## src/slt_pkg.sv

```systemverilog
// shared constants and types for the sector cache tag and replacement controller
// no dependencies
`default_nettype none

package slt_pkg;

   // cache geometry
   localparam int CACHE_WAYS  = 8;
   localparam int WAY_W       = 3;
   localparam int NUM_SECTORS = 1024;
   localparam int SECTOR_W    = 10;
   localparam int STAMP_W     = 32;

   // first level of the oldest-stamp tree pairs neighboring ways
   localparam int PAIR_N = CACHE_WAYS / 2;
   localparam int PAIR_W = WAY_W - 1;

   // request opcodes
   localparam logic OP_READ  = 1'b0;
   localparam logic OP_WRITE = 1'b1;

   // commands from the controller to the datapath
   typedef struct packed {
      logic capture;  // latch the request and the first tree level
      logic exec;     // finish the search, update the ways, load the result
   } slt_cmd_type;

endpackage : slt_pkg

`default_nettype wire

```

## src/slt_ctrl.sv

```systemverilog
// controller state machine for the sector cache tag controller
// depends on slt_pkg
`default_nettype none

module slt_ctrl
   import slt_pkg::*;
(
   input  wire logic        clock,
   input  wire logic        reset,
   input  wire logic        start,
   output logic             busy,
   output slt_cmd_type      cmd
);

   localparam logic ST_IDLE = 1'b0;
   localparam logic ST_EXEC = 1'b1;

   logic state_ff;
   logic state_in;

   // next state: each accepted request moves to the execute state, then back to idle
   always_comb begin
      state_in = state_ff;
      unique case (state_ff)
         ST_IDLE: begin
            if (start) state_in = ST_EXEC;
         end
         ST_EXEC: begin
            state_in = ST_IDLE;
         end
         default: begin
            state_in = ST_IDLE;
         end
      endcase
   end

   always_ff @(posedge clock) begin
      if (reset) begin
         state_ff <= ST_IDLE;
      end else begin
         state_ff <= state_in;
      end
   end

   // commands to the datapath
   assign busy        = (state_ff == ST_EXEC);
   assign cmd.capture = (state_ff == ST_IDLE) && start;
   assign cmd.exec    = (state_ff == ST_EXEC);

endmodule : slt_ctrl

`default_nettype wire

```

## src/slt_dp.sv

```systemverilog
// datapath: way tags, valid bits, stamps, hit and victim search, result registers
// depends on slt_pkg
`default_nettype none

module slt_dp
   import slt_pkg::*;
(
   input  wire logic                clock,
   input  wire logic                reset,
   input  wire slt_cmd_type         cmd,
   input  wire logic                req_opcode,
   input  wire logic [SECTOR_W-1:0] req_sector,
   input  wire logic [STAMP_W-1:0]  req_now_tick,
   output logic                     rsp_valid,
   output logic                     rsp_hit,
   output logic [WAY_W-1:0]         rsp_way,
   output logic                     rsp_filled,
   output logic                     rsp_evicted_valid,
   output logic                     rsp_invalidated
);

   // way state
   logic [CACHE_WAYS-1:0]             valid_ff;
   logic [CACHE_WAYS-1:0]             valid_in;
   logic [CACHE_WAYS-1:0][SECTOR_W-1:0] sector_ff;
   logic [CACHE_WAYS-1:0][STAMP_W-1:0]  stamp_ff;

   // captured request
   logic                 op_ff;
   logic [SECTOR_W-1:0]  sec_ff;
   logic [STAMP_W-1:0]   tick_ff;
   logic [CACHE_WAYS-1:0] match_ff;
   logic [CACHE_WAYS-1:0] match_in;

   // first tree level: winner of each pair and its stamp
   logic [PAIR_N-1:0]              pair_sel_ff;
   logic [PAIR_N-1:0]              pair_sel_in;
   logic [PAIR_N-1:0][STAMP_W-1:0] pair_stamp_ff;
   logic [PAIR_N-1:0][STAMP_W-1:0] pair_stamp_in;

   // result registers
   logic              rsp_valid_ff;
   logic              rsp_hit_ff;
   logic [WAY_W-1:0]  rsp_way_ff;
   logic              rsp_filled_ff;
   logic              rsp_evicted_ff;
   logic              rsp_inval_ff;

   // execute-cycle decisions
   logic              hit_any;
   logic [WAY_W-1:0]  hit_idx;
   logic              inv_any;
   logic [WAY_W-1:0]  inv_idx;
   logic [PAIR_W-1:0] old_pair;
   logic [STAMP_W-1:0] old_stamp;
   logic [WAY_W-1:0]  old_idx;
   logic [WAY_W-1:0]  victim_idx;
   logic              do_fill;
   logic              do_touch;

   // tag compare against the incoming sector, qualified by valid
   always_comb begin
      for (int i = 0; i < CACHE_WAYS; i++) begin
         match_in[i] = valid_ff[i] && (sector_ff[i] == req_sector);
      end
   end

   // first level of the oldest-stamp tree, lower way wins a tie
   always_comb begin
      for (int p = 0; p < PAIR_N; p++) begin
         pair_sel_in[p]   = stamp_ff[2*p+1] < stamp_ff[2*p];
         pair_stamp_in[p] = pair_sel_in[p] ? stamp_ff[2*p+1] : stamp_ff[2*p];
      end
   end

   // request capture
   always_ff @(posedge clock) begin
      if (cmd.capture) begin
         op_ff         <= req_opcode;
         sec_ff        <= req_sector;
         tick_ff       <= req_now_tick;
         match_ff      <= match_in;
         pair_sel_ff   <= pair_sel_in;
         pair_stamp_ff <= pair_stamp_in;
      end
   end

   // lowest matching way and lowest invalid way
   always_comb begin
      hit_idx = '0;
      inv_idx = '0;
      for (int i = CACHE_WAYS - 1; i >= 0; i--) begin
         if (match_ff[i]) hit_idx = WAY_W'(i);
         if (!valid_ff[i]) inv_idx = WAY_W'(i);
      end
      hit_any = |match_ff;
      inv_any = ~&valid_ff;
   end

   // remaining tree levels as a scan over the pair winners
   always_comb begin
      old_pair  = '0;
      old_stamp = pair_stamp_ff[0];
      for (int p = 1; p < PAIR_N; p++) begin
         if (pair_stamp_ff[p] < old_stamp) begin
            old_stamp = pair_stamp_ff[p];
            old_pair  = PAIR_W'(p);
         end
      end
      old_idx = {old_pair, pair_sel_ff[old_pair]};
   end

   // victim choice and update enables
   assign victim_idx = inv_any ? inv_idx : old_idx;
   assign do_touch   = cmd.exec && (op_ff == OP_READ) && hit_any;
   assign do_fill    = cmd.exec && (op_ff == OP_READ) && !hit_any;

   // valid bits: writes clear matching ways, fills set the victim
   always_comb begin
      valid_in = valid_ff;
      if (cmd.exec && (op_ff == OP_WRITE)) begin
         valid_in = valid_ff & ~match_ff;
      end else if (do_fill) begin
         valid_in[victim_idx] = 1'b1;
      end
   end

   always_ff @(posedge clock) begin
      if (reset) begin
         valid_ff <= '0;
      end else begin
         valid_ff <= valid_in;
      end
   end

   // tag and stamp update
   always_ff @(posedge clock) begin
      if (do_touch) begin
         stamp_ff[hit_idx] <= tick_ff;
      end else if (do_fill) begin
         stamp_ff[victim_idx]  <= tick_ff;
         sector_ff[victim_idx] <= sec_ff;
      end
   end

   // result strobe
   always_ff @(posedge clock) begin
      if (reset) begin
         rsp_valid_ff <= 1'b0;
      end else begin
         rsp_valid_ff <= cmd.exec;
      end
   end

   // result payload
   always_ff @(posedge clock) begin
      if (cmd.exec) begin
         rsp_hit_ff     <= do_touch;
         rsp_filled_ff  <= do_fill;
         rsp_evicted_ff <= do_fill && !inv_any;
         rsp_inval_ff   <= (op_ff == OP_WRITE) && hit_any;
         if (op_ff == OP_WRITE) begin
            rsp_way_ff <= '0;
         end else if (hit_any) begin
            rsp_way_ff <= hit_idx;
         end else begin
            rsp_way_ff <= victim_idx;
         end
      end
   end

   assign rsp_valid         = rsp_valid_ff;
   assign rsp_hit           = rsp_hit_ff;
   assign rsp_way           = rsp_way_ff;
   assign rsp_filled        = rsp_filled_ff;
   assign rsp_evicted_valid = rsp_evicted_ff;
   assign rsp_invalidated   = rsp_inval_ff;

endmodule : slt_dp

`default_nettype wire

```

## src/sector_cache_lru_tags.sv

```systemverilog
// sector cache tag controller, top level: controller plus datapath
// depends on slt_pkg, slt_ctrl, slt_dp
// a request is taken only while busy is low. the accept cycle compares tags
// and runs the first level of the oldest-stamp tree, the execute cycle
// finishes the search and updates the ways. rsp_valid pulses in the cycle
// after the execute cycle. the receiver cannot stall. synchronous reset
// clears all valid bits and the controller.
`default_nettype none

module sector_cache_lru_tags
   import slt_pkg::*;
(
   input  wire logic                clock,
   input  wire logic                reset,
   input  wire logic                start,
   output logic                     busy,
   input  wire logic                req_opcode,
   input  wire logic [SECTOR_W-1:0] req_sector,
   input  wire logic [STAMP_W-1:0]  req_now_tick,
   output logic                     rsp_valid,
   output logic                     rsp_hit,
   output logic [WAY_W-1:0]         rsp_way,
   output logic                     rsp_filled,
   output logic                     rsp_evicted_valid,
   output logic                     rsp_invalidated
);

   slt_cmd_type cmd;

   // sequencing
   slt_ctrl u_ctrl (
      .clock (clock),
      .reset (reset),
      .start (start),
      .busy  (busy),
      .cmd   (cmd)
   );

   // tags, stamps and result
   slt_dp u_dp (
      .clock             (clock),
      .reset             (reset),
      .cmd               (cmd),
      .req_opcode        (req_opcode),
      .req_sector        (req_sector),
      .req_now_tick      (req_now_tick),
      .rsp_valid         (rsp_valid),
      .rsp_hit           (rsp_hit),
      .rsp_way           (rsp_way),
      .rsp_filled        (rsp_filled),
      .rsp_evicted_valid (rsp_evicted_valid),
      .rsp_invalidated   (rsp_invalidated)
   );

endmodule : sector_cache_lru_tags

`default_nettype wire

```

## config.mk

```make
export PLATFORM = sky130hd
export DESIGN_NAME = sector_cache_lru_tags
export DESIGN_NICKNAME = d
export VERILOG_FILES = /design/src/slt_pkg.sv /design/src/slt_ctrl.sv /design/src/slt_dp.sv /design/src/sector_cache_lru_tags.sv
export SDC_FILE = /design/constraint.sdc
export NUM_CORES = 1
export LEC_CHECK = 0
export BUFFER_PORTS_ARGS = -buffer_cell sky130_fd_sc_hd__buf_2
export CORE_ASPECT_RATIO = 1.2
export CORE_MARGIN = 2
export CORE_UTILIZATION = 27
export CTS_BUF_LIST = sky130_fd_sc_hd__clkbuf_4 sky130_fd_sc_hd__clkbuf_8 sky130_fd_sc_hd__clkbuf_16
export CTS_CLUSTER_DIAMETER = 120
export CTS_CLUSTER_SIZE = 14
export DETAILED_ROUTE_END_ITERATION = 16
export GPL_TIMING_DRIVEN = 1
export PLACE_DENSITY = 0.45
export SLEW_MARGIN = 25
export SYNTH_ARGS = -nofsm -noshare
export SYNTH_HDL_FRONTEND = slang
export SYNTH_SLANG_ARGS = --single-unit
```

## constraint.sdc

```tcl
create_clock -name clock -period 11.9 [get_ports clock]
set_clock_uncertainty 0.05 [all_clocks]
set_input_delay 0.595 -clock clock [delete_from_list [all_inputs] [get_ports clock]]
set_output_delay 0.595 -clock clock [all_outputs]
set_load 0.01 [all_outputs]
```

==> qor.yml, run 1 <==
status: "finished clean"
via_per_inst: 4.599
yosysSeqAreaShare_pct: 58.99
period_share_pct: 87.32
synthToLayoutAreaGrowth_pct: 12.14
synth-async-reset-ratio_pct: 0
crit_end: "u_dp.stamp_ff[66]"
dieWidth_um: 293.3
avgSynthCellArea_um2: 13.07
crit_required_ns: 12.13
r2r_slack_ns: 1.51
cts_buffers: 44
synth_top_cell_by_area: "edfxtp_1"
whs_ns: 0.08318
io_buffers: 54
power_per_cell_area_mw_per_mm2: 126.2
cts-resized-gates: 0
dpl-instance-area_mm2: 0.02912
drt-pass1-iter-count: 5
slew_headroom_pct: 36.31
grt_max_degree: 128
place_inst: 3381
grt_pass1_vias: 16950
gp_congestion: 0.8584
dp_hpwl_um: 53600
synth_top_area_share_pct: 58.26
irDropWorstVdd_v: 0.00008644
dieArea_mm2: 0.1030
p_leak_nw: 11.25
yosys_warnings: 0
crit_fanout: 45
final_nets: 2400
holdBufCountCts: 0
fp-row-count: 127
min_path_type: "primary input to register"
crit_start: "u_dp.pair_stamp_ff[55]"
pin_count: 55
synthesis.area_mm2: 0.02711
clk_pin_slew_worst_paths_ns: 0.07
clk_latency_ns: 0.63
worst_slack_ns: 1.508
ctsHtreeMaxLevel: 2
vias: 15840
synth_cell_types: 68
timing.rr.end: "u_dp.stamp_ff[66]"
end_kind: "register"
grt_pass1_wl_um: 111300
synth_area_leaders: "edfxtp_1, ha_1, mux2_2, and2_1, nor2b_1"
cpMostUsedCell: "a21oi_1"
final_max_slew_viol_count: 0
syn_nets: 2338
tightest_slew_ns: 0.9554
finalHoldViolCount: 0
antenna_left: 0
worstSetupPathType: "register to register"
rsz0062_at_grt: "no"
cts_sinks: 536
r2r_start: "u_dp.pair_stamp_ff[55]"
cp-start-kind: "register"
core_mm2: 0.09979
rr_worst_depth: 33
final_util_pct: 30.47
setup_viol: 0
drc: 0
dp_slack_ns: 1.434
cts-root-buf: "clkbuf_16"
synth_seq_cells: 536
drive_gt1_share_pct: 15.75
finalSetupTns_ns: 0
maxCapViolations: 0
cts_tree: "built"
slowest_stage: "o21ai_4"
finalNonFillerCells: 3444
start_util_pct: 27.17
initialDrtViolationCount: 885
finalPower_mw: 3.838
period_needed_ns: 10.39
track_usage_pct: 14.59
worstPathArrival_ns: 10.62
antenna_found_initial: 7
ys.flop_type: "edfxtp_1"
synth-edff-count: 526
wirelength_um: 74450
cts_buffer_depth: 3
die_y_um: 351.1
critPathMaxStageDelay_ns: 0.75
avgRoutedWirePerCell_um: 21.62
cts_setup_buffers: 0
syn_inst: 2075
grt-ovfl-total: 0
fmaxAchievable_ghz: 0.09623
final_cell_area_mm2: 0.03041
==> worst max-delay path, delay by kind of cell, from the launching register on <==
| kind | cells | cell delay (ns) |
|---|---|---|
| buf+inv | 3 | 1.11 |
| flops | 1 | 0.41 |
| fa+ha+maj | 3 | 0.93 |
| compound gates | 17 | 4.07 |
| simple gates | 10 | 3.38 |
==> synthesized netlist by cell type (all sizes together), types with 5 or more instances <==
master,count
nand2b,22
a211oi,16
o211ai,10
o31ai,10
inv,171
edfxtp,526
nand3b,6
or2,6
o31a,5
nor3,23
nor4,5
dfxtp,10
mux2,128
and2,134
nand3,25
clkbuf,43
ha,217
o21ai,51
nor2,100
nor2b,151
a21oi,119
xnor2,80
a21o,32
a211o,10
nand4,52
a31oi,5
nand2,44
buf,21
==> metal layers <==
| layer | up-vias | global-route usage (%) | share of wire (%) |
|---|---|---|---|
| met2 | 202 | 27.60 | 53 |
| met3 | 93 | 1.744 | 2.6 |
| met5 | - | 0 | 0.015 |
| met1 | 7887 | 17.34 | 42 |
| li1 | 7654 | - | - |
| met4 | 2 | 3.853 | 2.4 |
==> how the worst min path moves through the flow <==
| stage | startpoint | to | slack, ns | depth (start not counted) |
|---|---|---|---|---|
| after floorplan | u_dp.valid_ff[7] | u_dp.valid_ff[7] | 0.42 | 2 |
| final | req_now_tick[0] | u_dp.tick_ff[0] | 0.08 | 1 |
| after global placement | u_dp.valid_ff[7] | u_dp.valid_ff[7] | 0.45 | 2 |
| after detailed placement | u_dp.valid_ff[3] | u_dp.valid_ff[3] | 0.46 | 2 |
| after CTS | req_now_tick[0] | u_dp.tick_ff[0] | 0.04 | 1 |
| after global routing | req_now_tick[31] | u_dp.tick_ff[31] | 0.05 | 1 |
==> registers in the layout, summed over array words and instances (netlist names) <==
register / count
u_dp.pair_stamp_ff: 128
u_dp.valid_ff: 8
u_dp.stamp_ff: 256
u_dp.pair_sel_ff: 4
u_dp.match_ff: 8
u_dp.op_ff: 1
u_dp.rsp_invalidated: 1
u_ctrl.busy: 1
u_dp.rsp_hit: 1
u_dp.rsp_evicted_valid: 1
u_dp.sector_ff: 80
u_dp.rsp_filled: 1
u_dp.rsp_way: 3
u_dp.tick_ff: 32
u_dp.rsp_valid: 1
u_dp.sec_ff: 10
==> cell families after synthesis <==
group	share of synthesized area [%]
flops	58.99
simple gates	12.39
buf+inv	3.512
xor+xnor	2.584
fa+ha+maj	10.01
compound gates	7.157
mux	5.353
==> power by group <==
group	total, mW	internal [mW]	leakage, nW	switching [mW]
clock	1.42	0.710	0.634	0.715
sequential	2.15	2.10	5.25	0.0496
combinational	0.266	0.101	5.37	0.165
total	3.84	2.91	11.2	0.929
==> cell usage in the layout (no fill, tap or decap), types with 30 or more instances in the layout <==
| cell type | count |
|---|---|
| nor2_1 | 99 |
| buf_2 | 54 |
| a21o_1 | 32 |
| nand2_1 | 40 |
| mux2_2 | 128 |
| xnor2_1 | 80 |
| nor2b_2 | 30 |
| a21oi_1 | 119 |
| nor2b_1 | 120 |
| clkbuf_16 | 44 |
| inv_1 | 171 |
| nand4_1 | 52 |
| edfxtp_1 | 526 |
| ha_1 | 217 |
| o21ai_0 | 41 |
| and2_1 | 134 |
==> cell type report <==
class / instances / area, µm²
Antenna cell: 1 / 2.502
Clock buffer: 56 / 1191
Clock inverter: 6 / 86.33
Tap cell: 1290 / 1614
Inverter: 171 / 641.9
Fill cell: 9993 / 69390
Multi-Input combinational cell: 1304 / 10340
Sequential cell: 536 / 16000
Timing Repair Buffer: 80 / 534.3
(Power assumes the default switching activity.)
==> run 2: changes to the inputs <==
Settings changed: GPL_ROUTABILITY_DRIVEN from default to 0, REMOVE_ABC_BUFFERS from default to 1.
==> qor.yml, run 2 (synthesis gave the netlist of run 1 again) <==
crit_required_ns: 12.15
grt_pass1_wl_um: 105900
power.switching_uw: 900.3
cts-resized-gates: 0
swShare_pct: 23.56
cts_setup_buffers: 0
worst_slack_ns: 1.923
finalSetupTns_ns: 0
holdBufCountCts: 0
dp_hpwl_um: 50870
p_leak_nw: 11.25
track_usage_pct: 13.87
grt_pass1_vias: 16510
rr_worst_depth: 32
layout_commonest_cell: "edfxtp_1"
antenna_left: 0
wirelength_um: 71140
vias: 15900
p_seq_share_pct: 56.3
finalNonFillerCells: 3444
cts_sinks: 536
layout_common_cells: "edfxtp_1, ha_1, inv_1, and2_1, mux2_2"
finalHoldViolCount: 0
dieArea_mm2: 0.1030
initialDrtViolationCount: 949
period_needed_ns: 9.977
worstSetupPathType: "register to register"
min_path_type: "primary input to register"
p_int_mw: 2.921
period_share_pct: 83.84
setup_viol: 0
cts_buffer_depth: 3
dieWidth_um: 293.3
largest_reg_flops: 256
cts_tree: "built"
worstHoldStart: "req_now_tick[0]"
maxCapViolations: 0
place_inst: 3379
start_util_pct: 27.17
avgRoutedWirePerCell_um: 20.66
status: "finished clean"
via_per_inst: 4.616
cts-root-buf: "clkbuf_16"
ctsHtreeMaxLevel: 2
dp_slack_ns: 2.083
dpl-instance-area_mm2: 0.02911
clk_latency_ns: 0.60
rsz0062_at_grt: "no"
crit_fanout: 65
slew_headroom_pct: 37.35
drt-pass1-iter-count: 5
r2r_slack_ns: 1.92
grt_max_degree: 130
critPathMaxStageDelay_ns: 0.77
p_comb_share_pct: 6.8
r2r_start: "u_dp.pair_stamp_ff[55]"
cp-start-kind: "register"
synthToLayoutAreaGrowth_pct: 12.10
diodes: 0
pwr-share-clk_pct: 36.9
die_y_um: 351.1
tightest_slew_ns: 0.9311
worstPathArrival_ns: 10.22
drc: 0
reg_top3: "u_dp.stamp_ff: 256 flops, u_dp.pair_stamp_ff: 128 flops, u_dp.sector_ff: 80 flops"
final_cell_area_mm2: 0.03039
fmaxAchievable_ghz: 0.1002
cpMostUsedCell: "a21oi_1"
final_max_slew_viol_count: 0
end_kind: "register"
cts_buffers: 44
clk_pin_slew_worst_paths_ns: 0.07
irDropWorstVdd_v: 0.0001019
io_buffers: 54
pin_count: 55
hold_end: "u_dp.tick_ff[0]"
fp-row-count: 127
grt-ovfl-total: 0
drive_gt1_share_pct: 15.60
antenna_found_initial: 0
final_nets: 2398
whs_ns: 0.1197
timing.rr.end: "u_dp.stamp_ff[152]"
slowest_stage: "nor3_1"
regMostFlops: "u_dp.stamp_ff"
power_per_cell_area_mw_per_mm2: 125.7
core_mm2: 0.09979
hold_depth: 1
[run 2: cell count changes in the layout (fill, tap and decap cells not counted), sizes merged]
cell and delta:
clkbuf +5, diode -1, buf -2, clkinvlp -1, inv -1
[run 2: stage by stage]
step                      utilization, %  total power, mW
after detailed placement           29.17            2.458
after CTS                          30.46            3.882
final                              30.46            3.822
after global placement             29.05            2.453
after floorplan                        -            2.343
after global routing               30.46            3.971
[run 2: final cells by class]
cell class | count | area [µm²]
Timing Repair Buffer | 78 | 539.3
Multi-Input combinational cell | 1304 | 10310
Clock buffer | 61 | 1229
Tap cell | 1290 | 1614
Clock inverter | 4 | 60.06
Inverter | 171 | 641.9
Sequential cell | 536 | 16000
Fill cell | 10030 | 69400
[run 2: critical path: cells and delay by family (launching register included)]
kind	cells	cell delay [ns]
adders and majority gates	3	0.90
and+or+nand+nor	10	3.47
AOI/OAI and AO/OA	17	4.21
DFF	1	0.41
buffers and inverters	2	0.57
[run 2: how the worst max path moves through the flow]
stage	slack (ns)	from	cells after the start	endpoint
after floorplan	-2.20	u_dp.pair_stamp_ff[55]	27	u_dp.stamp_ff[32]
after global placement	1.68	u_dp.pair_stamp_ff[23]	32	u_dp.stamp_ff[217]
after detailed placement	2.08	u_dp.pair_stamp_ff[55]	31	u_dp.sector_ff[5]
after CTS	2.02	u_dp.pair_stamp_ff[55]	31	u_dp.sector_ff[6]
after global routing	1.09	u_dp.pair_stamp_ff[53]	31	u_dp.sector_ff[22]
final	1.92	u_dp.pair_stamp_ff[55]	32	u_dp.stamp_ff[152]
[run 2: routing by layer]
| layer | share of wire [%] | track usage, % |
|---|---|---|
| met1 | 41 | 16.31 |
| met2 | 52 | 25.72 |
| met3 | 3.0 | 1.725 |
| met4 | 3.6 | 5.092 |
| met5 | 0 | 0 |
[run 2: power groups by stage]
stage	registers [mW]	logic, mW	clock network (mW)
floorplan	2.17	0.176	0
global placement	2.20	0.256	0
detailed placement	2.20	0.261	0
CTS	2.16	0.263	1.46
global route	2.15	0.293	1.52
finish	2.15	0.261	1.41
==> run 3: changes to the inputs <==
Settings changed: PLACE_DENSITY 0.45 to 0.46.
Clock period 11.9 ns to 9.05 ns, I/O delays scaled along.
==> qor.yml, run 3 (synthesis gave the netlist of run 1 again) <==
status: "finished clean"
pin_count: 55
ctsHtreeMaxLevel: 2
wirelength_um: 70240
critPathTopFamily: "simple AND/OR/NAND/NOR gates"
whs_ns: 0.1908
crit_fanout: 65
critPathMaxStageDelay_ns: 0.67
slowest_stage: "nor4_1"
cts_setup_buffers: 0
start_util_pct: 27.17
track_usage_pct: 13.71
swShare_pct: 23.49
pwr-share-clk_pct: 36.8
fmaxAchievable_ghz: 0.1173
finalHoldViolCount: 0
clk_latency_ns: 0.61
crit_cells: 32
avgRoutedWirePerCell_um: 20.14
dieWidth_um: 293.3
p_leak_nw: 11.46
p_seq_share_pct: 56.0
layout_commonest_cell: "edfxtp_1"
synthToLayoutAreaGrowth_pct: 13.77
period_share_pct: 94.21
period_needed_ns: 8.526
cts-root-buf: "clkbuf_16"
dp_hpwl_um: 49890
worstHoldStart: "req_sector[9]"
irDropWorstVdd_v: 0.0001333
min_path_type: "primary input to register"
clk_pin_slew_worst_paths_ns: 0.07
fp-row-count: 127
regMostFlops: "u_dp.stamp_ff"
p_comb_share_pct: 7.2
maxCapViolations: 0
dieArea_mm2: 0.1030
core_mm2: 0.09979
p_int_mw: 3.856
power_per_cell_area_mw_per_mm2: 163.4
drc: 0
initialDrtViolationCount: 829
power.switching_mw: 1.184
die_y_um: 351.1
io_buffers: 54
fillers: 9998
setup_viol: 0
cts_buffer_depth: 3
antenna_found_initial: 1
drt-pass1-iter-count: 5
final_nets: 2442
drive_gt1_share_pct: 15.83
rsz0062_at_grt: "no"
rr_worst_depth: 32
end_kind: "register"
reg_top3: "u_dp.stamp_ff: 256 flops, u_dp.pair_stamp_ff: 128 flops, u_dp.sector_ff: 80 flops"
cts_tree: "built"
r2r_start: "u_dp.pair_stamp_ff[62]"
vias: 16040
hold_depth: 1
cts_sinks: 536
diodes: 0
worstPathArrival_ns: 8.73
grt-ovfl-total: 0
antenna_left: 0
via_per_inst: 4.597
slew_headroom_pct: 40.97
cts_buffers: 44
worstSetupPathType: "register to register"
timing.rr.end: "u_dp.stamp_ff[249]"
crit_required_ns: 9.25
grt_pass1_vias: 17190
dpl-instance-area_mm2: 0.02915
r2r_slack_ns: 0.52
cp_num_buf_inv: 5
final_max_slew_viol_count: 0
cp-start-kind: "register"
final_util_pct: 30.91
largest_reg_flops: 256
hold_end: "u_dp.sec_ff[9]"
layout_common_cells: "edfxtp_1, ha_1, inv_1, and2_1, mux2_2"
grt_pass1_wl_um: 105900
tightest_slew_ns: 0.8855
final_cell_area_mm2: 0.03085
grt_max_degree: 66
==> run 3: power groups by stage <==
stage | Combinational, mW | Clock [mW] | Sequential [mW]
after floorplan | 0.231 | 0 | 2.85
after global placement | 0.344 | 0 | 2.88
after detailed placement | 0.351 | 0 | 2.88
after CTS | 0.365 | 1.92 | 2.83
after global routing | 0.406 | 2.00 | 2.83
final | 0.363 | 1.86 | 2.82
==> run 3: layout make-up <==
| class | count | area, µm² | share of cell area, % |
|---|---|---|---|
| Sequential cell | 536 | 16000 | 51.86 |
| Multi-Input combinational cell | 1304 | 10320 | 33.46 |
| Tap cell | 1290 | 1614 | 5.233 |
| Clock buffer | 61 | 1229 | 3.983 |
| Timing Repair Buffer | 122 | 984.7 | 3.192 |
| Inverter | 171 | 641.9 | 2.081 |
| Clock inverter | 4 | 60.06 | 0.1947 |
==> run 3: worst max-delay path by stage <==
stage                                      start                 end  slack [ns]
after CTS                 u_dp.pair_stamp_ff[53]  u_dp.stamp_ff[221]        0.24
after floorplan           u_dp.pair_stamp_ff[55]   u_dp.stamp_ff[32]       -5.05
after global routing      u_dp.pair_stamp_ff[53]  u_dp.sector_ff[32]       0.003
final                     u_dp.pair_stamp_ff[62]  u_dp.stamp_ff[249]        0.52
after global placement    u_dp.pair_stamp_ff[23]  u_dp.stamp_ff[217]        0.39
after detailed placement  u_dp.pair_stamp_ff[55]  u_dp.stamp_ff[221]        0.29
==> run 3: worst reg2reg max path, delay by kind of cell (launching register included) <==
family / cells / cell delay (ns)
and+or+nand+nor: 11 / 2.87
AOI/OAI and AO/OA: 13 / 2.56
buffers and inverters: 5 / 1.31
adders and majority gates: 3 / 0.94
DFF: 1 / 0.42
==> run 3: through the flow <==
stage / instances / setup WS [ns] / power [mW] / TNS (ns)
5_1_grt: 3488 / 0.003001 / 5.238 / 0
3_5_place_dp: 3390 / 0.2947 / 3.232 / 0
2_1_floorplan: 2011 / -5.047 / 3.081 / -1741.27
3_3_place_gp: 3389 / 0.3916 / 3.226 / 0
6_report: 3488 / 0.5237 / 5.040 / 0
4_1_cts: 3488 / 0.2383 / 5.109 / 0
==> run 3: per-layer routing <==
metal	wire [µm]	track usage, %	vias up
li1	-	-	7747
met1	28690	15.67	8007
met2	38620	26.99	211
met3	1633	1.453	70
met4	1293	3.280	0
met5	0	0	-
==> run 3: what timing repair did <==
| item | in CTS | in global routing |
|---|---|---|
| hold buffers | 33 | 0 |
| hold endpoints to repair | 33 | 0 |
| gates resized for setup | 0 | 17 |
| endpoints found under the setup margin | 0 | 593 |
